### config.mk
export PLATFORM = sky130hd
export DESIGN_NAME = slewed_gain_crossfade_mixer_flat
export DESIGN_NICKNAME = d
export VERILOG_FILES = /design/src/rtl/core/sgcm_pkg.sv /design/src/rtl/core/sgcm_if.sv /design/src/rtl/core/sgcm_regs.sv /design/src/rtl/core/sgcm_front.sv /design/src/rtl/core/sgcm_queue.sv /design/src/rtl/core/sgcm_back.sv /design/src/rtl/core/slewed_gain_crossfade_mixer.sv /design/src/flat_wrapper.sv
export SDC_FILE = /design/constraint.sdc
export NUM_CORES = 1
export LEC_CHECK = 0
export BUFFER_PORTS_ARGS = -buffer_cell sky130_fd_sc_hd__buf_2
export CAP_MARGIN = 15
export CORE_MARGIN = 8
export CORE_UTILIZATION = 50
export DETAILED_ROUTE_END_ITERATION = 16
export GPL_ROUTABILITY_DRIVEN = 0
export GPL_TIMING_DRIVEN = 0
export PLACE_DENSITY = 0.67
export SYNTH_ARGS = -nofsm -noshare
export SYNTH_HDL_FRONTEND = slang
export SYNTH_SLANG_ARGS = --single-unit
### constraint.sdc
create_clock -name clk -period 19.9 [get_ports clk]
set_clock_uncertainty 0.05 [all_clocks]
set_input_delay 0.995 -clock clk [delete_from_list [all_inputs] [get_ports clk]]
set_output_delay 0.995 -clock clk [all_outputs]
set_load 0.02 [all_outputs]
### src/rtl/core/sgcm_pkg.sv
// Shared types and constants for the slewed gain crossfade mixer.
// No dependencies; imported by every other file of the block.
package sgcm_pkg;

  localparam int CFG_INDEX_W = 3;
  localparam int CFG_DATA_W  = 8;

  localparam logic [CFG_INDEX_W-1:0] REG_LANE_RELATION   = 3'd0;
  localparam logic [CFG_INDEX_W-1:0] REG_GAIN_LAW        = 3'd1;
  localparam logic [CFG_INDEX_W-1:0] REG_WINDOW_LOW_ONE  = 3'd2;
  localparam logic [CFG_INDEX_W-1:0] REG_WINDOW_HIGH_ONE = 3'd3;
  localparam logic [CFG_INDEX_W-1:0] REG_WINDOW_LOW_TWO  = 3'd4;
  localparam logic [CFG_INDEX_W-1:0] REG_WINDOW_HIGH_TWO = 3'd5;
  localparam logic [CFG_INDEX_W-1:0] REG_RISE_STEP       = 3'd6;
  localparam logic [CFG_INDEX_W-1:0] REG_FALL_STEP       = 3'd7;

  localparam logic [1:0] REL_INDEPENDENT = 2'd0;
  localparam logic [1:0] REL_COPY        = 2'd1;
  localparam logic [1:0] REL_INVERT      = 2'd2;

  localparam logic       LAW_LINEAR  = 1'b0;
  localparam logic       LAW_SQUARED = 1'b1;

  localparam logic [7:0] WINDOW_LOW_RESET  = 8'd0;
  localparam logic [7:0] WINDOW_HIGH_RESET = 8'd255;
  localparam logic [5:0] STEP_RESET        = 6'd43;

  localparam logic [3:0]         WINDOW_LOW_NIBBLE = 4'h0;
  localparam logic [3:0]         WINDOW_HIGH_NIBBLE = 4'hf;
  localparam logic signed [19:0] MID_SCALE = 20'sd2048;
  localparam logic [11:0]        FULL_SCALE = 12'd4095;
  localparam logic signed [13:0] SAMPLE_MAX = 14'sd2047;
  localparam logic signed [13:0] SAMPLE_MIN = -14'sd2048;

  typedef struct packed {
    logic [1:0] lane_relation;
    logic       gain_law;
    logic [7:0] window_low_one;
    logic [7:0] window_high_one;
    logic [7:0] window_low_two;
    logic [7:0] window_high_two;
    logic [5:0] rise_step;
    logic [5:0] fall_step;
  } cfg_t;

  typedef struct packed {
    logic               layer_active;
    logic [11:0]        target_one;
    logic [11:0]        target_two;
    logic [11:0]        depth_one;
    logic [11:0]        depth_two;
    logic signed [11:0] audio_in_one;
    logic signed [11:0] audio_in_two;
    logic signed [11:0] cv_in_one;
    logic signed [11:0] cv_in_two;
  } in_item_t;

  typedef struct packed {
    logic signed [11:0] audio_out_one;
    logic signed [11:0] audio_out_two;
    logic signed [11:0] cv_out_one;
    logic signed [11:0] cv_out_two;
    logic               cv_driven;
    logic [11:0]        level_one;
    logic [11:0]        level_two;
  } out_item_t;

endpackage

### src/rtl/core/sgcm_if.sv
// Valid/ready stream interfaces for input items and result items.
// Depends on sgcm_pkg for the item types.
interface sgcm_in_if import sgcm_pkg::*; ();
  logic     valid;
  logic     ready;
  in_item_t data;
  modport source (output valid, output data, input ready);
  modport sink (input valid, input data, output ready);
endinterface

interface sgcm_out_if import sgcm_pkg::*; ();
  logic      valid;
  logic      ready;
  out_item_t data;
  modport source (output valid, output data, input ready);
  modport sink (input valid, input data, output ready);
endinterface

### src/rtl/core/sgcm_regs.sv
// Configuration register file of the mixer, written through a plain write port.
// Depends on sgcm_pkg.
module sgcm_regs import sgcm_pkg::*; (
  input  logic                   clk,
  input  logic                   rst,
  input  logic                   cfg_we,
  input  logic [CFG_INDEX_W-1:0] cfg_index,
  input  logic [CFG_DATA_W-1:0]  cfg_data,
  output cfg_t                   cfg
);

  always_ff @(posedge clk) begin
    if (rst) begin
      cfg.lane_relation   <= REL_INDEPENDENT;
      cfg.gain_law        <= LAW_LINEAR;
      cfg.window_low_one  <= WINDOW_LOW_RESET;
      cfg.window_high_one <= WINDOW_HIGH_RESET;
      cfg.window_low_two  <= WINDOW_LOW_RESET;
      cfg.window_high_two <= WINDOW_HIGH_RESET;
      cfg.rise_step       <= STEP_RESET;
      cfg.fall_step       <= STEP_RESET;
    end else if (cfg_we) begin
      unique case (cfg_index)
        REG_LANE_RELATION:   cfg.lane_relation   <= cfg_data[1:0];
        REG_GAIN_LAW:        cfg.gain_law        <= cfg_data[0];
        REG_WINDOW_LOW_ONE:  cfg.window_low_one  <= cfg_data;
        REG_WINDOW_HIGH_ONE: cfg.window_high_one <= cfg_data;
        REG_WINDOW_LOW_TWO:  cfg.window_low_two  <= cfg_data;
        REG_WINDOW_HIGH_TWO: cfg.window_high_two <= cfg_data;
        REG_RISE_STEP:       cfg.rise_step       <= cfg_data[5:0];
        REG_FALL_STEP:       cfg.fall_step       <= cfg_data[5:0];
      endcase
    end
  end

endmodule

### src/rtl/core/sgcm_front.sv
// Front end: accepts input items and resolves the lane two target relation.
// Depends on sgcm_pkg and sgcm_if.
module sgcm_front import sgcm_pkg::*; (
  input  logic        [1:0] lane_relation,
  sgcm_in_if.sink           sample_in,
  sgcm_in_if.source         job_out
);

  in_item_t job;

  always_comb begin
    job = sample_in.data;
    priority case (lane_relation)
      REL_COPY:   job.target_two = sample_in.data.target_one;
      REL_INVERT: job.target_two = FULL_SCALE - sample_in.data.target_one;
      default:    job.target_two = sample_in.data.target_two;
    endcase
  end

  assign job_out.valid   = sample_in.valid;
  assign job_out.data    = job;
  assign sample_in.ready = job_out.ready;

endmodule

### src/rtl/core/sgcm_queue.sv
// Short item queue between front and back ends.
// Depends on sgcm_pkg and sgcm_if.
module sgcm_queue import sgcm_pkg::*; #(
  parameter int DEPTH = 2
) (
  input  logic      clk,
  input  logic      rst,
  sgcm_in_if.sink   push,
  sgcm_in_if.source pop
);

  localparam int PTR_W = $clog2(DEPTH);
  localparam int CNT_W = $clog2(DEPTH + 1);

  in_item_t         mem [DEPTH];
  logic [PTR_W-1:0] wr_ptr;
  logic [PTR_W-1:0] rd_ptr;
  logic [CNT_W-1:0] count;
  logic             do_push;
  logic             do_pop;

  assign push.ready = (count != CNT_W'(DEPTH));
  assign pop.valid  = (count != '0);
  assign pop.data   = mem[rd_ptr];
  assign do_push    = push.valid && push.ready;
  assign do_pop     = pop.valid && pop.ready;

  always_ff @(posedge clk) begin
    if (do_push) begin
      mem[wr_ptr] <= push.data;
    end
  end

  always_ff @(posedge clk) begin
    if (rst) begin
      wr_ptr <= '0;
      rd_ptr <= '0;
      count  <= '0;
    end else begin
      if (do_push) begin
        wr_ptr <= (wr_ptr == PTR_W'(DEPTH - 1)) ? '0 : wr_ptr + 1'b1;
      end
      if (do_pop) begin
        rd_ptr <= (rd_ptr == PTR_W'(DEPTH - 1)) ? '0 : rd_ptr + 1'b1;
      end
      if (do_push && !do_pop) begin
        count <= count + 1'b1;
      end else if (do_pop && !do_push) begin
        count <= count - 1'b1;
      end
    end
  end

endmodule

### src/rtl/core/sgcm_back.sv
// Back end: sequencer around one shared multiplier for shaping and crossfade, with the slew
// update and the result register. Depends on sgcm_pkg and sgcm_if.
module sgcm_back import sgcm_pkg::*; (
  input  logic       clk,
  input  logic       rst,
  input  cfg_t       cfg,
  sgcm_in_if.sink    job_in,
  sgcm_out_if.source mix_out
);

  typedef enum logic [2:0] {
    ST_IDLE,
    ST_MAP,
    ST_DEPTH,
    ST_SQUARE,
    ST_SLEW,
    ST_MIX_OWN,
    ST_MIX_OTHER,
    ST_EMIT
  } state_t;

  state_t             state;
  in_item_t           job;
  logic               lane_sel;
  logic [1:0]         mix_sel;
  logic signed [13:0] lane_val;
  logic [11:0]        shaped;
  logic [11:0]        level_one;
  logic [11:0]        level_two;
  logic signed [25:0] acc;
  logic signed [11:0] res [4];
  logic               out_valid;
  out_item_t          out_data;

  logic signed [15:0] mul_a;
  logic signed [15:0] mul_b;
  logic signed [31:0] prod;
  logic signed [19:0] prod_sh;

  logic [11:0]        lane_target;
  logic [11:0]        lane_depth;
  logic [11:0]        level_cur;
  logic [7:0]         wlo;
  logic [7:0]         whi;
  logic signed [12:0] lo13;
  logic signed [12:0] hi13;
  logic signed [12:0] span;
  logic signed [14:0] lane_dev;
  logic signed [15:0] map_sum;
  logic signed [19:0] depth_sum;
  logic [11:0]        depth_clamped;
  logic signed [13:0] lvl14;
  logic signed [13:0] tgt14;
  logic signed [13:0] up14;
  logic signed [13:0] dn14;
  logic signed [13:0] slew14;
  logic [11:0]        slew_next;

  logic [11:0]        mix_gain;
  logic signed [11:0] mix_own;
  logic signed [11:0] mix_other;
  logic signed [25:0] mix_total;
  logic signed [13:0] mix_sh;
  logic signed [11:0] mix_sat;

  logic               out_free;
  logic               emit_fire;

  assign lane_target = lane_sel ? job.target_two : job.target_one;
  assign lane_depth  = lane_sel ? job.depth_two : job.depth_one;
  assign level_cur   = lane_sel ? level_two : level_one;
  assign wlo         = lane_sel ? cfg.window_low_two : cfg.window_low_one;
  assign whi         = lane_sel ? cfg.window_high_two : cfg.window_high_one;
  assign lo13        = {1'b0, wlo, WINDOW_LOW_NIBBLE};
  assign hi13        = {1'b0, whi, WINDOW_HIGH_NIBBLE};
  assign span        = hi13 - lo13;
  assign lane_dev    = {lane_val[13], lane_val} - 15'sd2048;

  assign mix_gain  = mix_sel[0] ? level_two : level_one;
  assign mix_own   = mix_sel[1] ? (mix_sel[0] ? job.cv_in_two : job.cv_in_one)
                                : (mix_sel[0] ? job.audio_in_two : job.audio_in_one);
  assign mix_other = mix_sel[1] ? (mix_sel[0] ? job.cv_in_one : job.cv_in_two)
                                : (mix_sel[0] ? job.audio_in_one : job.audio_in_two);

  always_comb begin
    mul_a = '0;
    mul_b = '0;
    unique case (state)
      ST_MAP: begin
        mul_a = {4'b0, lane_target};
        mul_b = {{3{span[12]}}, span};
      end
      ST_DEPTH: begin
        mul_a = {lane_dev[14], lane_dev};
        mul_b = {4'b0, lane_depth};
      end
      ST_SQUARE: begin
        mul_a = {4'b0, shaped};
        mul_b = {4'b0, shaped};
      end
      ST_MIX_OWN: begin
        mul_a = {{4{mix_own[11]}}, mix_own};
        mul_b = {4'b0, mix_gain};
      end
      ST_MIX_OTHER: begin
        mul_a = {{4{mix_other[11]}}, mix_other};
        mul_b = {4'b0, ~mix_gain};
      end
      default: begin
        mul_a = '0;
        mul_b = '0;
      end
    endcase
  end

  assign prod    = mul_a * mul_b;
  assign prod_sh = prod[31:12];

  assign map_sum   = {{3{lo13[12]}}, lo13} + prod_sh[15:0];
  assign depth_sum = MID_SCALE + prod_sh;

  always_comb begin
    priority if (depth_sum < 20'sd0) begin
      depth_clamped = '0;
    end else if (depth_sum > 20'sd4095) begin
      depth_clamped = FULL_SCALE;
    end else begin
      depth_clamped = depth_sum[11:0];
    end
  end

  assign lvl14 = {2'b0, level_cur};
  assign tgt14 = {2'b0, shaped};
  assign up14  = lvl14 + {8'b0, cfg.rise_step};
  assign dn14  = lvl14 - {8'b0, cfg.fall_step};

  always_comb begin
    priority if (lvl14 < tgt14) begin
      slew14 = (up14 > tgt14) ? tgt14 : up14;
    end else if (lvl14 > tgt14) begin
      slew14 = (dn14 < tgt14) ? tgt14 : dn14;
    end else begin
      slew14 = lvl14;
    end
  end
  assign slew_next = slew14[11:0];

  assign mix_total = acc + prod[25:0];
  assign mix_sh    = mix_total[25:12];

  always_comb begin
    priority if (mix_sh > SAMPLE_MAX) begin
      mix_sat = SAMPLE_MAX[11:0];
    end else if (mix_sh < SAMPLE_MIN) begin
      mix_sat = SAMPLE_MIN[11:0];
    end else begin
      mix_sat = mix_sh[11:0];
    end
  end

  assign out_free      = !out_valid || mix_out.ready;
  assign emit_fire     = (state == ST_EMIT) && out_free;
  assign job_in.ready  = (state == ST_IDLE);
  assign mix_out.valid = out_valid;
  assign mix_out.data  = out_data;

  always_ff @(posedge clk) begin
    if (rst) begin
      state     <= ST_IDLE;
      out_valid <= 1'b0;
      level_one <= '0;
      level_two <= '0;
    end else begin
      if (emit_fire) begin
        out_valid <= 1'b1;
      end else if (mix_out.ready) begin
        out_valid <= 1'b0;
      end
      unique case (state)
        ST_IDLE: begin
          if (job_in.valid) begin
            job      <= job_in.data;
            lane_sel <= 1'b0;
            mix_sel  <= '0;
            state    <= job_in.data.layer_active ? ST_MAP : ST_EMIT;
          end
        end
        ST_MAP: begin
          lane_val <= map_sum[13:0];
          state    <= ST_DEPTH;
        end
        ST_DEPTH: begin
          shaped <= depth_clamped;
          state  <= (cfg.gain_law == LAW_SQUARED) ? ST_SQUARE : ST_SLEW;
        end
        ST_SQUARE: begin
          shaped <= prod[23:12];
          state  <= ST_SLEW;
        end
        ST_SLEW: begin
          if (lane_sel) begin
            level_two <= slew_next;
            state     <= ST_MIX_OWN;
          end else begin
            level_one <= slew_next;
            lane_sel  <= 1'b1;
            state     <= ST_MAP;
          end
        end
        ST_MIX_OWN: begin
          acc   <= prod[25:0];
          state <= ST_MIX_OTHER;
        end
        ST_MIX_OTHER: begin
          res[mix_sel] <= mix_sat;
          mix_sel      <= mix_sel + 1'b1;
          state        <= (mix_sel == 2'd3) ? ST_EMIT : ST_MIX_OWN;
        end
        ST_EMIT: begin
          if (out_free) begin
            if (job.layer_active) begin
              out_data.audio_out_one <= res[0];
              out_data.audio_out_two <= res[1];
              out_data.cv_out_one    <= res[2];
              out_data.cv_out_two    <= res[3];
            end else begin
              out_data.audio_out_one <= job.audio_in_one;
              out_data.audio_out_two <= job.audio_in_two;
              out_data.cv_out_one    <= '0;
              out_data.cv_out_two    <= '0;
            end
            out_data.cv_driven <= job.layer_active;
            out_data.level_one <= level_one;
            out_data.level_two <= level_two;
            state              <= ST_IDLE;
          end
        end
        default: state <= ST_IDLE;
      endcase
    end
  end

endmodule

### src/rtl/core/slewed_gain_crossfade_mixer.sv
// Top level of the slewed gain crossfade mixer: registers, front end, queue, back end.
// Depends on sgcm_pkg, sgcm_if, sgcm_regs, sgcm_front, sgcm_queue and sgcm_back.
//
// For an active item the back end uses one shared 16x16 multiplier for the window
// map, the depth shaping and the optional squaring (squared gain law only) of each
// lane, then for the two products of each of the four crossfades; the slew update
// of each lane follows its shaping as a separate step. A bypass item goes from
// idle straight to emit. The input queue holds QUEUE_DEPTH items, so the source
// is stalled only when it runs ahead of the back end, and the result register
// lets the back end start the next item while a result waits to be taken. The
// user must write configuration only while idle; the block does not enforce it.
module slewed_gain_crossfade_mixer import sgcm_pkg::*; #(
  parameter int QUEUE_DEPTH = 2
) (
  input  logic                   clk,
  input  logic                   rst,
  input  logic                   cfg_we,
  input  logic [CFG_INDEX_W-1:0] cfg_index,
  input  logic [CFG_DATA_W-1:0]  cfg_data,
  sgcm_in_if.sink                sample_in,
  sgcm_out_if.source             mix_out
);

  cfg_t      cfg;
  sgcm_in_if front_to_queue ();
  sgcm_in_if queue_to_back ();

  sgcm_regs u_regs (
    .clk       (clk),
    .rst       (rst),
    .cfg_we    (cfg_we),
    .cfg_index (cfg_index),
    .cfg_data  (cfg_data),
    .cfg       (cfg)
  );

  sgcm_front u_front (
    .lane_relation (cfg.lane_relation),
    .sample_in     (sample_in),
    .job_out       (front_to_queue)
  );

  sgcm_queue #(
    .DEPTH (QUEUE_DEPTH)
  ) u_queue (
    .clk  (clk),
    .rst  (rst),
    .push (front_to_queue),
    .pop  (queue_to_back)
  );

  sgcm_back u_back (
    .clk     (clk),
    .rst     (rst),
    .cfg     (cfg),
    .job_in  (queue_to_back),
    .mix_out (mix_out)
  );

endmodule
### src/flat_wrapper.sv
// flat-port wrapper written by rule: the top's interface ports become plain ports
module slewed_gain_crossfade_mixer_flat import sgcm_pkg::*;
#(
  parameter int QUEUE_DEPTH = 2
)
  (clk, rst, cfg_we, cfg_index, cfg_data, sample_in_valid, sample_in_data, sample_in_ready, mix_out_valid, mix_out_data, mix_out_ready);
  sgcm_in_if sample_in_i ();
  sgcm_out_if mix_out_i ();
  input  logic clk;
  input  logic rst;
  input  logic cfg_we;
  input  logic [CFG_INDEX_W-1:0] cfg_index;
  input  logic [CFG_DATA_W-1:0] cfg_data;
  input wire logic [$bits(sample_in_i.valid)-1:0] sample_in_valid;
  input wire logic [$bits(sample_in_i.data)-1:0] sample_in_data;
  output wire logic [$bits(sample_in_i.ready)-1:0] sample_in_ready;
  output wire logic [$bits(mix_out_i.valid)-1:0] mix_out_valid;
  output wire logic [$bits(mix_out_i.data)-1:0] mix_out_data;
  input wire logic [$bits(mix_out_i.ready)-1:0] mix_out_ready;
  assign sample_in_i.valid = sample_in_valid;
  assign sample_in_i.data = sample_in_data;
  assign sample_in_ready = sample_in_i.ready;
  assign mix_out_valid = mix_out_i.valid;
  assign mix_out_data = mix_out_i.data;
  assign mix_out_i.ready = mix_out_ready;
  slewed_gain_crossfade_mixer #(.QUEUE_DEPTH(QUEUE_DEPTH)) u_core (.clk(clk), .rst(rst), .cfg_we(cfg_we), .cfg_index(cfg_index), .cfg_data(cfg_data), .sample_in(sample_in_i), .mix_out(mix_out_i));
endmodule
## Yosys cells after proc, flatten, opt, wreduce, memory -nomap -nowiden

Memories as Yosys holds them, arrays and structs flattened. A register that Yosys moved wholly into a read port is not among the register bits.
Index checks and enable logic that the tools add are counted.

| word-level totals | value |
|---|---|
| memories | 2 |
| output and inout port bits | 75 |
| bits in writable memories | 242 |
| word-level logic and storage cells | 167 |
| bits of input ports | 113 |
| bits in registers | 304 |

| operators by class | value |
|---|---|
| add/sub/neg operators | 13 |
| bitwise logic cells | 3 |
| equal/unequal tests | 20 |
| reduce and logical (&&, ||, !) cells | 35 |
| multipliers | 1 |
| magnitude comparators | 8 |
| muxes and demuxes | 49 |

Memory list:

| name | words | bits a word | read ports | clocked after Yosys merged registers in | wr ports | RTL line | text |
|---|---|---|---|---|---|---|---|
| u_core.u_queue.mem | 2 | 97 | 1 | 1 | 1 | sgcm_queue.sv:15 | `in_item_t mem [DEPTH];` |
| u_core.u_back.res | 4 | 12 | 4 | 0 | 1 | sgcm_back.sv:31 | `logic signed [11:0] res [4];` |

Operator list:

| operator | number |
|---|---|
| 12-bit two-way mux | 18 |
| 16-bit one-hot mux with 5 select lines | 2 |
| 48-bit two-way mux | 1 |
| 12-bit one-hot mux with 2 select lines | 2 |
| 16-bit by 16-bit multiplier with 32-bit output | 1 |
| 2-bit AND reduction | 14 |
| 26-bit adder | 1 |
| 3-bit == test (second input constant) | 8 |
| 3-bit one-hot mux with 8 select lines | 1 |
| 13-bit by 20-bit adder with 20-bit output (first input constant) | 1 |
| 20-bit by 13-bit > comparator with 1-bit output (second input constant) | 1 |
| 20-bit by 1-bit < comparator with 1-bit output (second input constant) | 1 |
| 8-bit two-way mux | 2 |
| 3-bit two-way mux | 5 |
| 14-bit by 13-bit subtractor with 15-bit output (second input constant) | 1 |
| 12-bit by 14-bit adder with 14-bit output | 1 |
| 14-bit by 12-bit > comparator with 1-bit output (second input constant) | 1 |
| 14-bit by 12-bit < comparator with 1-bit output (second input constant) | 1 |
| 12-bit by 6-bit adder with 13-bit output | 1 |
| 13-bit by 12-bit > comparator with 1-bit output | 1 |
| 13-bit < comparator | 1 |
| 12-bit by 12-bit subtractor with 13-bit output | 1 |
| 12-bit by 6-bit subtractor with 13-bit output | 1 |
| 3-bit by 2-bit == test with 1-bit output (second input constant) | 4 |
| other kinds (22) | 58 |

## Logic depth before layout (Yosys ltp)

Gate-level depths: netlist of run 1.

| depth | value |
|---|---|
| depth after elaboration | 9 |
| depth in mapped cells | 51 |

## Modules after synthesis

A second synthesis of run 1 with hierarchy kept.

| second synthesis, totals | value |
|---|---|
| cells, all modules | 3096 |
| area, all modules | 36037.1 sq um |

Modules (own cells, without submodules):

| module | sequential area each (sq um) | times used | cells an instance | area each (sq um) |
|---|---|---|---|---|
| sgcm_back | 8758.4 | 1 | 2457 | 25843.5 |
| sgcm_queue | 5925.7 | 1 | 326 | 7339.5 |
| sgcm_regs | 940.9 | 1 | 182 | 1905.6 |
| sgcm_front | 0.0 | 1 | 131 | 948.4 |

## Worst setup path before layout of run 1

OpenSTA, ideal clock, no wires.

| timing | value |
|---|---|
| path kind | register to register |
| start point | register u_core.u_back.lane_sel |
| end point | memory u_core.u_back.res[0][10] (data pin) |
| setup time | 264 ps |
| data arrival time | 10822 ps |
| setup slack | 8764 ps |
| buffers on the path | 9 |
| data required time | 19586 ps |
| stages on the path, launching flop included | 49 |
| cells stage by stage | edfxtp_1 buf_4 buf_4 buf_1 clkbuf_1 buf_1 mux2_2 ha_1 fa_1 nor2b_1 o21ai_0 nand2b_1 a21o_1 a21o_1 a21o_1 a211o_1 clkbuf_1 inv_1 [... 13 more ...] ha_1 clkbuf_1 nand4_1 a311oi_2 o21ai_0 nand2b_1 xnor2_1 inv_1 ha_1 and3_1 and4_1 and3_1 a221oi_4 o21ai_2 xnor2_2 a21oi_2 buf_6 o21ai_2 |

| on the way | value |
|---|---|
| cells in the longest elaborated chain, start to end | 8 |
| elaborated cells on any way between the ends | 13 |

RTL lines:

| element | RTL line | text |
|---|---|---|
| start, declared | sgcm_back.sv:24 | `logic lane_sel;` |
| start signal, assigned | sgcm_back.sv:183 | `lane_sel <= 1'b0;` |
| start signal, assigned | sgcm_back.sv:206 | `lane_sel <= 1'b1;` |
| 8-bit two-way mux, on equally long branches | sgcm_back.sv:73, sgcm_back.sv:72 |  |
| 12-bit by 12-bit subtractor with 13-bit output | sgcm_back.sv:76 | `assign span = hi13 - lo13;` |
| 16-bit one-hot mux with 5 select lines | sgcm_back.sv:88 | `unique case (state)` |
| 16-bit by 16-bit multiplier with 32-bit output (*) | sgcm_back.sv:116 | `assign prod = mul_a * mul_b;` |
| 26-bit adder (*) | sgcm_back.sv:148 | `assign mix_total = acc + prod[25:0];` |
| 14-bit by 12-bit < comparator with 1-bit output | sgcm_back.sv:154 | `end else if (mix_sh < SAMPLE_MIN) begin` |
| 12-bit two-way mux | sgcm_back.sv:154 |  |
| 12-bit two-way mux (*) | sgcm_back.sv:152 | `priority if (mix_sh > SAMPLE_MAX) begin` |
| via u_core.u_back.mix_sat[10] | sgcm_back.sv:64 | `logic signed [11:0] mix_sat;` |
| end, declared | sgcm_back.sv:31 |  |

The timed path passes the listed nets; every way through them passes the cells marked *.

## Worst setup path after layout of run 1

| timing | value |
|---|---|
| start point | register u_core.u_back.lane_sel |
| end point | memory u_core.u_back.res[1][0] (data pin) |

Same word-level chain as after synthesis.

==> qor_table.md, run 1 <==
| Stage | Item | This run |
| --- | --- | --- |
| route | Vias per cell | 5.718 |
| global route | Global route total overflow | 0 |
| global route | Grt met1 use | 0.2978 |
| cts | Post-cts resize count | 0 |
| setup path | Register-to-register path setup slack | 5.14 ns |
| global route | Maximum number of pins on one net before global-route repair | 51 |
| cts | Count of hold buffers inserted by post-cts repair | 0 |
| route | Via count of the routed design | 23370 |
| sta | Final count of negative-setup-slack endpoints | 0 |
| cts | Root buffer cell | sky130_fd_sc_hd__clkbuf_16 |
| logic synthesis | Cells taking the most area after synthesis | sky130_fd_sc_hd__edfxtp_1 41%, sky130_fd_sc_hd__fa_1 15%, sky130_fd_sc_hd__ha_1 6.5%, sky130_fd_sc_hd__mux2_2 5.3%, sky130_fd_sc_hd__dfxtp_1 4.6% |
| setup path | Crit path max fanout | 10 |
| logic synthesis | Post-synth top area share | 0.4059 |
| setup path | Startpoint types | flop |
| floorplan | Die area | 77770 µm² |
| setup path | Worst endpoint required time | 20.13 ns |
| floorplan | Die outline height | 278.9 µm |
| cts | Max Root-Sink Buffers | 3 |
| logic synthesis | Cell types with the highest counts after synthesis | 467 x sky130_fd_sc_hd__edfxtp_1, 367 x sky130_fd_sc_hd__inv_1, 254 x sky130_fd_sc_hd__fa_1 |
| cts | CTS HTree Levels | 2 |
| route | Total iterations of the first detailed-routing run | 6 |
| setup path | Register-to-Register Path Depth | 47 |
| outcome | Failing checks | max-slew violations |
| cts | Clock latency on the worst-skew pair | 0.62 ns |
| logic synthesis | Number of warning messages in the yosys log | 0 |
| logic synthesis | Library cell occupying the most area in the post-synthesis netlist | sky130_fd_sc_hd__edfxtp_1 |
| setup path | Startpoint-to-endpoint class of the critical path | reg2reg |
| sta | Relative max-transition margin | -0.02560 |
| cells and area | Synth-to-layout area growth | 11.94% |
| global route | Number of global-route vias before repair | 24570 |
| route | Final Routed Wirelength | 93.53 mm |
| route | Number of nets with antenna violations after detailed routing | 0 |
| cts | Clock buffer count from CTS | 53 |
| outcome | Outcome | finished, violations left |
| sta | Worst-case hold slack | 0.4072 ns |
| cells and area | Net count reported at finish | 3710 |
| hold path | Tightest Hold Check Type | reg2reg |
| route | Wirelength per Cell | 22.88 µm |
| logic synthesis | Share of synthesized area occupied by flip-flops and latches | 0.4522 |
| logic synthesis | Total standard cell area after synthesis | 34550 µm² |
| route | Detailed router's first-iteration violation count | 2010 |
| logic synthesis | Most numerous cell in the Yosys netlist | sky130_fd_sc_hd__edfxtp_1 |
| floorplan | Die width | 278.9 µm |
| sta | Final Cycle Share | 0.7415 |
| sta | Clock period minus final worst setup slack | 14.76 ns |
| global route | Antenna violations before repair | 3 |
| floorplan | Core outline area | 68470 µm² |
| logic synthesis | Cells after Synth | 2897 |
| floorplan | Number of placement rows | 96 |
| logic synthesis | Distinct cells, synth | 90 |
| cells and area | Ratio of cells with drive above 1 in the final layout | 0.1626 |
| global route | Met2 GRT Util | 0.4093 |
| cts | Clock transition at the registers of the reported paths | 0.07 ns |
| sta | Max-slew violation total from the final report | 5 |
| logic synthesis | FF+latch count, synth | 547 |
| cells and area | Post-Layout Inst Area | 38680 µm² |
| global route | Global routing usage on met3 | 0.04249 |
| logic synthesis | Number of flops mapped to enable cells by yosys | 467 |
| placed design | Detailed placement HPWL | 73.37 mm |
| floorplan | Total I/O pin count | 188 |
| cts | Clock Sink Count | 547 |
| sta | Final Hold Vio Count | 0 |
| sta | RSZ-0062 raised after global routing | false |
| sta | Final WS setup | 5.144 ns |
| logic synthesis | Most frequently used flop master after synthesis | sky130_fd_sc_hd__edfxtp_1 |
| sta | Summed negative setup slack over all endpoints | 0 ns |
| setup path | Critical path's slowest cell | sky130_fd_sc_hd__buf_1 |
| sta | Worst-margin pin slew | 1.538 ns |
| placed design | Minimum setup slack after placement | 5.334 ns |
| logic synthesis | Share of async-settable or async-resettable flops after synthesis | 0 |
| route | DRC viols | 0 |
| global route | First-pass GRT wire length | 143.2 mm |
| hold path | Number of cells on the worst hold path | 2 |
| cts | CTS tree | built |
| global route | Total Routing Usage GR | 0.2382 |
| sta | Max Freq | 67.77 MHz |
| placed design | # port buffers | 186 |
| cts | Number of buffers inserted by post-CTS setup repair | 0 |
| flow run | Count of maximum capacitance violations | 0 |
| global route | Most used routing layer in global routing | met2 |
| setup path | Crit path arrival time | 14.99 ns |
| cells and area | Filler cells | 5703 |
| setup path | Largest stage delay on the critical path | 0.76 ns |
| placed design | Area after detailed placement | 36900 µm² |
| setup path | Crit end category | flop |
| floorplan | Initial core utilization | 0.5047 |
| logic synthesis | Mean post-synth cell area | 11.93 µm² |
[kinds of logic after synthesis]
logic type               share of synthesized area
AND/OR/NAND/NOR                            0.08720
flip-flops                                  0.4522
buffers and inverters                      0.05388
AO/OA/AOI/OAI                              0.09419
adder cells (fa/ha/maj)                     0.2123
multiplexers                               0.07775
XOR/XNOR                                   0.02220
other                                    0.0002174
[state kept, by name, indices dropped and copies added (netlist names), 2 cells and up, named ones only]
signal and count:
u_core.u_queue.mem 194, u_core.u_back.job 97, u_core.u_back.mix_out.data 73, u_core.u_back.res 48, u_core.u_regs.cfg 47, u_core.u_back.acc 26
u_core.u_back.lane_val 14, u_core.u_back.level_one 12, u_core.u_back.level_two 12, u_core.u_back.shaped 12, u_core.u_back.state 3, u_core.u_back.mix_sel 2
u_core.u_queue.count 2
[worst max-delay path: cells and delay by family (launching register included)]
kind | cells | cell delay, ns
flip-flops | 1 | 0.33
adder cells (fa/ha/maj) | 10 | 4.45
multiplexers | 1 | 0.48
XOR/XNOR | 1 | 0.22
buffers and inverters | 15 | 4.46
AO/OA/AOI/OAI | 11 | 2.85
AND/OR/NAND/NOR | 9 | 1.53
[cells in the final DEF (no fill, tap or decap), drive strengths merged, types with 46 or more instances in the layout]
cell type  instances
fa               254
mux2i             82
o21ai            111
a21oi            113
nand2            217
dfxtp             80
and2              46
edfxtp           467
nor2             171
mux2             165
ha               180
inv              375
buf              234
xnor2             59
clkbuf           155
a21o              50
[metrics by stage]
step	util	cells
after floorplan	-	2903
after global placement	0.5347	3971
after detailed placement	0.5389	3987
after CTS	0.5642	4083
after global routing	0.5649	4088
final	0.5649	4088
[layer usage]
layer	part of all wire	wire [µm]	up-vias
met2	0.49	45950	882
met4	0.043	4061	2
met1	0.40	37260	11690
met5	0.000086	8	-
li1	-	-	10590
met3	0.067	6249	208
[final cells by class]
class	count	area, µm²	share of cell area
Antenna cell	2	5.005	0.0001294
Buffer	112	484.2	0.01252
Clock buffer	72	1449	0.03746
Clock inverter	24	282.8	0.007311
Inverter	367	1378	0.03562
Multi-Input combinational cell	1877	17130	0.4429
Sequential cell	547	15630	0.4040
Tap cell	882	1104	0.02853
Timing Repair Buffer	205	1220	0.03154
[final timing paths]
check                                          start                                 end
setup reg to reg    u_core.u_back.lane_sel$_DFFE_PP_   u_core.u_back.res[1][0]$_DFFE_PP_
setup / recovery    u_core.u_back.lane_sel$_DFFE_PP_   u_core.u_back.res[1][0]$_DFFE_PP_
hold reg to reg   u_core.u_regs.cfg[25]$_SDFFE_PP0P_  u_core.u_regs.cfg[25]$_SDFFE_PP0P_
hold / removal    u_core.u_regs.cfg[25]$_SDFFE_PP0P_  u_core.u_regs.cfg[25]$_SDFFE_PP0P_
Power of run 1 is left out: the tool's default activity adds up to more than one toggle a clock period on the data nets, which glitch-free logic cannot reach.
==> run 2: changes to the inputs <==
--- a/config.mk
+++ b/config.mk
@@ -5,6 +5,7 @@
 export SDC_FILE = /design/constraint.sdc
 export NUM_CORES = 1
 export LEC_CHECK = 0
+export ABC_AREA = 1
 export BUFFER_PORTS_ARGS = -buffer_cell sky130_fd_sc_hd__buf_2
 export CAP_MARGIN = 15
 export CORE_MARGIN = 8
@@ -12,7 +13,7 @@
 export DETAILED_ROUTE_END_ITERATION = 16
 export GPL_ROUTABILITY_DRIVEN = 0
 export GPL_TIMING_DRIVEN = 0
-export PLACE_DENSITY = 0.67
+export PLACE_DENSITY = 0.7
 export SYNTH_ARGS = -nofsm -noshare
 export SYNTH_HDL_FRONTEND = slang
 export SYNTH_SLANG_ARGS = --single-unit
==> constraint.sdc (replaced) <==
create_clock -name clk -period 13.1 [get_ports clk]
set_clock_uncertainty 0.05 [all_clocks]
set_input_delay 0.655 -clock clk [delete_from_list [all_inputs] [get_ports clk]]
set_output_delay 0.655 -clock clk [all_outputs]
set_load 0.02 [all_outputs]
==> run 2 against run 1 <==
The flow now finishes without violations. Sequential cell count is the same. Register-to-register slack lost 4.5 ns. Count of clock-buffer cells in the layout shrank 4. Setup slack lost 4.5 ns. Final cell count grew 19%. Worst hold slack lost 0.25 ns. Sequential share of layout area shrank 1.0 points. Maximum frequency grew 18%. Synthesized cell count grew 25%. Core utilization grew 0.11 points. First-iteration DRC count grew 24%.
==> qor_table.md, run 2 <==
| Stage | Item | This run | Change |
| --- | --- | --- | --- |
| outcome | Outcome | complete, no violations |  |
| sta | Final Cycle Share | 0.9545 | +0.2130 |
| global route | First-pass GRT wire length | 147.7 mm | +3.1% |
| placed design | Detailed placement HPWL | 75.76 mm | +3.3% |
| cts | Clock buffer count from CTS | 54 | +1.9% |
| setup path | Register-to-Register Path Depth | 39 | -17% |
| logic synthesis | Cells taking the most area after synthesis | sky130_fd_sc_hd__edfxtp_1 40%, sky130_fd_sc_hd__fa_1 14%, sky130_fd_sc_hd__nand2_1 8.3%, sky130_fd_sc_hd__inv_1 7.2%, sky130_fd_sc_hd__ha_1 6.4% |  |
| setup path | Worst endpoint required time | 13.34 ns | -6.79 ns |
| floorplan | Number of placement rows | 97 | +1.0% |
| logic synthesis | Cells after Synth | 3628 | +25% |
| setup path | Crit end category | flop |  |
| setup path | R2R Path End | u_core.u_back.res[0][10]$_DFFE_PP_ |  |
| setup path | Register-to-register path setup slack | 0.60 ns | -4.55 ns |
| cells and area | Net count reported at finish | 4446 | +20% |
| setup path | Launch instance of the worst register-to-register path | u_core.u_back.lane_sel$_DFFE_PP_ |  |
| placed design | # port buffers | 186 | unchanged |
| cells and area | Ratio of cells with drive above 1 in the final layout | 0.1269 | -0.03574 |
| logic synthesis | Cell types with the highest counts after synthesis | 785 x sky130_fd_sc_hd__nand2_1, 681 x sky130_fd_sc_hd__inv_1, 467 x sky130_fd_sc_hd__edfxtp_1 |  |
| setup path | Timing endpoint of the critical path | u_core.u_back.res[0][10]$_DFFE_PP_ |  |
| route | Detailed router's first-iteration violation count | 2496 | +24% |
| logic synthesis | Mean post-synth cell area | 9.767 µm² | -18% |
| cts | Count of hold buffers inserted by post-cts repair | 0 | unchanged |
| cells and area | Combined area of the multi-input logic cells | 16880 µm² | -1.5% |
| setup path | Startpoint types | flop |  |
| floorplan | Die outline height | 282.2 µm | +1.2% |
| logic synthesis | FF+latch count, synth | 547 | unchanged |
| placed design | Cell total after placement | 4784 | +20% |
| floorplan | Die area | 79640 µm² | +2.4% |
| setup path | Crit path max fanout | 19 | +9 |
| sta | Worst-case hold slack | 0.1526 ns | -0.2547 ns |
| setup path | Startpoint-to-endpoint class of the critical path | reg2reg |  |
| setup path | Critical path's slowest cell | sky130_fd_sc_hd__o211ai_1 |  |
| cells and area | Synth-to-layout area growth | 12.05% |  |
| floorplan | Core outline area | 70150 µm² | +2.5% |
| global route | Maximum number of pins on one net before global-route repair | 31 | -39% |
| floorplan | Total I/O pin count | 188 | unchanged |
| cells and area | Most common cell after layout, fill and taps aside | sky130_fd_sc_hd__nand2_1 |  |
| setup path | Crit path arrival time | 12.75 ns | -2.24 ns |
| cts | Clock latency on the worst-skew pair | 0.64 ns | +0.02 ns |
| route | Final Routed Wirelength | 95.06 mm | +1.6% |
| cts | Root buffer cell | sky130_fd_sc_hd__clkbuf_16 |  |
| cts | Clock Sink Count | 547 | unchanged |
| route | Wirelength per Cell | 19.47 µm | -15% |
| logic synthesis | Most frequently used flop master after synthesis | sky130_fd_sc_hd__edfxtp_1 |  |
| route | Via count of the routed design | 26070 | +12% |
| route | Total iterations of the first detailed-routing run | 9 | +3 |
| cells and area | Highest-count cells in the layout ignoring fill and taps | 785 x sky130_fd_sc_hd__nand2_1, 681 x sky130_fd_sc_hd__inv_1, 467 x sky130_fd_sc_hd__edfxtp_1 |  |
| cts | CTS tree | built |  |
| setup path | Most used cell along the critical path | sky130_fd_sc_hd__fa_1 |  |
| route | DRC viols | 0 | unchanged |
| global route | Global route total overflow | 0 | unchanged |
| logic synthesis | Distinct cells, synth | 61 | -32% |
| logic synthesis | Post-synth top area share | 0.3958 | -0.01010 |
| sta | Max Freq | 79.97 MHz | +18% |
| sta | Relative max-transition margin | 0.1669 | +0.1925 |
| logic synthesis | Share of synthesized area occupied by flip-flops and latches | 0.4410 | -0.01126 |
| logic synthesis | Number of flops mapped to enable cells by yosys | 467 | unchanged |
| cells and area | Sequential cell area | 15630 µm² | unchanged |
| logic synthesis | Most numerous cell in the Yosys netlist | sky130_fd_sc_hd__nand2_1 |  |
| global route | Antenna violations before repair | 1 | -2 |
| cts | Max Root-Sink Buffers | 3 | unchanged |
| cells and area | Post-route non-filler standard cell count | 4882 | +19% |
| sta | Final Hold Vio Count | 0 | unchanged |
| sta | Final count of negative-setup-slack endpoints | 0 | unchanged |
| cells and area | Register name with the most flops | u_core.u_queue.mem |  |
| flow run | Count of maximum capacitance violations | 0 | unchanged |
| global route | Number of global-route vias before repair | 25970 | +5.7% |
| cells and area | Filler cells | 6101 | +7.0% |
| logic synthesis | Total standard cell area after synthesis | 35430 µm² | +2.6% |
| sta | Worst-margin pin slew | 1.248 ns | -0.2901 ns |
| cts | Clock transition at the registers of the reported paths | 0.06 ns | about the same |
| hold path | Tightest Hold Check Type | in2reg |  |
| setup path | Largest stage delay on the critical path | 0.86 ns | +0.10 ns |
| cells and area | Flip-flop count of the largest register after layout | 194 | unchanged |
| floorplan | Die width | 282.2 µm | +1.2% |
| sta | Clock period minus final worst setup slack | 12.50 ns | -2.252 ns |
| sta | Max-slew violation total from the final report | 0 | -5 |
| logic synthesis | Number of warning messages in the yosys log | 0 | unchanged |
| cts | CTS HTree Levels | 2 | unchanged |
| route | Number of nets with antenna violations after detailed routing | 0 | unchanged |
| logic synthesis | Library cell occupying the most area in the post-synthesis netlist | sky130_fd_sc_hd__edfxtp_1 |  |
| setup path | Launch point of the critical path | u_core.u_back.lane_sel$_DFFE_PP_ |  |
| route | Vias per cell | 5.339 | -6.6% |
| logic synthesis | Share of async-settable or async-resettable flops after synthesis | 0 | unchanged |
| floorplan | Initial core utilization | 0.5051 | about the same |
| global route | Total Routing Usage GR | 0.2402 | +0.001936 |
## run 2: cell count changes after synthesis, moves of 38 or more
cell and delta:
sky130_fd_sc_hd__mux2i_1 -76, sky130_fd_sc_hd__a21o_1 -46, sky130_fd_sc_hd__and2_1 -45, sky130_fd_sc_hd__o21ai_0 +67, sky130_fd_sc_hd__a21oi_1 +49, sky130_fd_sc_hd__nand3_1 +109
sky130_fd_sc_hd__inv_1 +314, sky130_fd_sc_hd__nand2_1 +568, sky130_fd_sc_hd__mux2_2 -65, sky130_fd_sc_hd__xnor2_1 -38, sky130_fd_sc_hd__nor2b_1 -40
## run 2: worst min path at each step
stage	start	end	slack [ns]	cells past startpoint
2_1_floorplan	u_core.u_back.level_one[8]$_SDFFE_PP0P_	u_core.u_back.mix_out.data[20]$_DFFE_PP_	0.36	0
3_3_place_gp	u_core.u_back.level_one[10]$_SDFFE_PP0P_	u_core.u_back.mix_out.data[22]$_DFFE_PP_	0.37	0
3_5_place_dp	u_core.u_regs.cfg[29]$_SDFFE_PP1P_	u_core.u_regs.cfg[29]$_SDFFE_PP1P_	0.39	2
4_1_cts	sample_in_data[56]	u_core.u_queue.mem[1][56]$_DFFE_PP_	0.12	1
5_1_grt	sample_in_data[59]	u_core.u_queue.mem[1][59]$_DFFE_PP_	0.14	1
6_report	sample_in_data[59]	u_core.u_queue.mem[1][59]$_DFFE_PP_	0.15	1
## run 2: metrics by stage
step	setup slack [ns]	setup TNS [ns]	util	cell area (µm²)
floorplan	3.307	0	-	35460
global placement	-0.09022	-1.633	0.5355	37560
detailed placement	-0.2795	-9.811	0.5406	37920
CTS	0.01303	0	0.5658	39690
global route	-0.01980	-0.01980	0.5660	39700
finish	0.5957	0	0.5660	39700
## run 2: logic make-up (layout without fill, tap and decap cells)
kind of cell	Yosys count	count (layout)	share of synthesized area
flip-flops	547	547	0.4410
AO/OA/AOI/OAI	438	438	0.07052
buffers and inverters	797	1104	0.08559
AND/OR/NAND/NOR	1239	1239	0.1460
multiplexers	104	104	0.03287
adder cells (fa/ha/maj)	434	434	0.2071
XOR/XNOR	67	67	0.01677
other	2	9	0.0002119
## run 2: critical path, delay by kind of cell (launching register included)
| family | cells | cell delay (ns) |
|---|---|---|
| AO/OA/AOI/OAI | 4 | 1.43 |
| XOR/XNOR | 3 | 1.08 |
| adder cells (fa/ha/maj) | 10 | 4.73 |
| buffers and inverters | 10 | 2.77 |
| flip-flops | 1 | 0.58 |
| multiplexers | 1 | 0.25 |
| AND/OR/NAND/NOR | 11 | 1.29 |
## run 2: cell type report
cell class                      instances  share of cell area
Multi-Input combinational cell       2290              0.4251
Sequential cell                       547              0.3935
Inverter                              697             0.06596
Clock buffer                           68             0.03611
Timing Repair Buffer                  212             0.03177
Tap cell                              940             0.02962
Buffer                                 97             0.01018
Clock inverter                         30            0.007689
Antenna cell                            1          0.00006303
## run 2: layer usage
layer,track usage,vias up,part of all wire
met4,0.08525,0,0.039
met1,0.3181,12590,0.41
li1,-,12240,-
met2,0.3981,1056,0.47
met5,0,-,0
met3,0.04132,187,0.081
## run 2: what timing repair did
item                       4_1_cts  5_1_grt
pin swaps                        0        1
setup endpoints to repair       44       49
buffers inserted                 0        2
resized for setup                4        3
Power of run 2 is left out for the same reason.
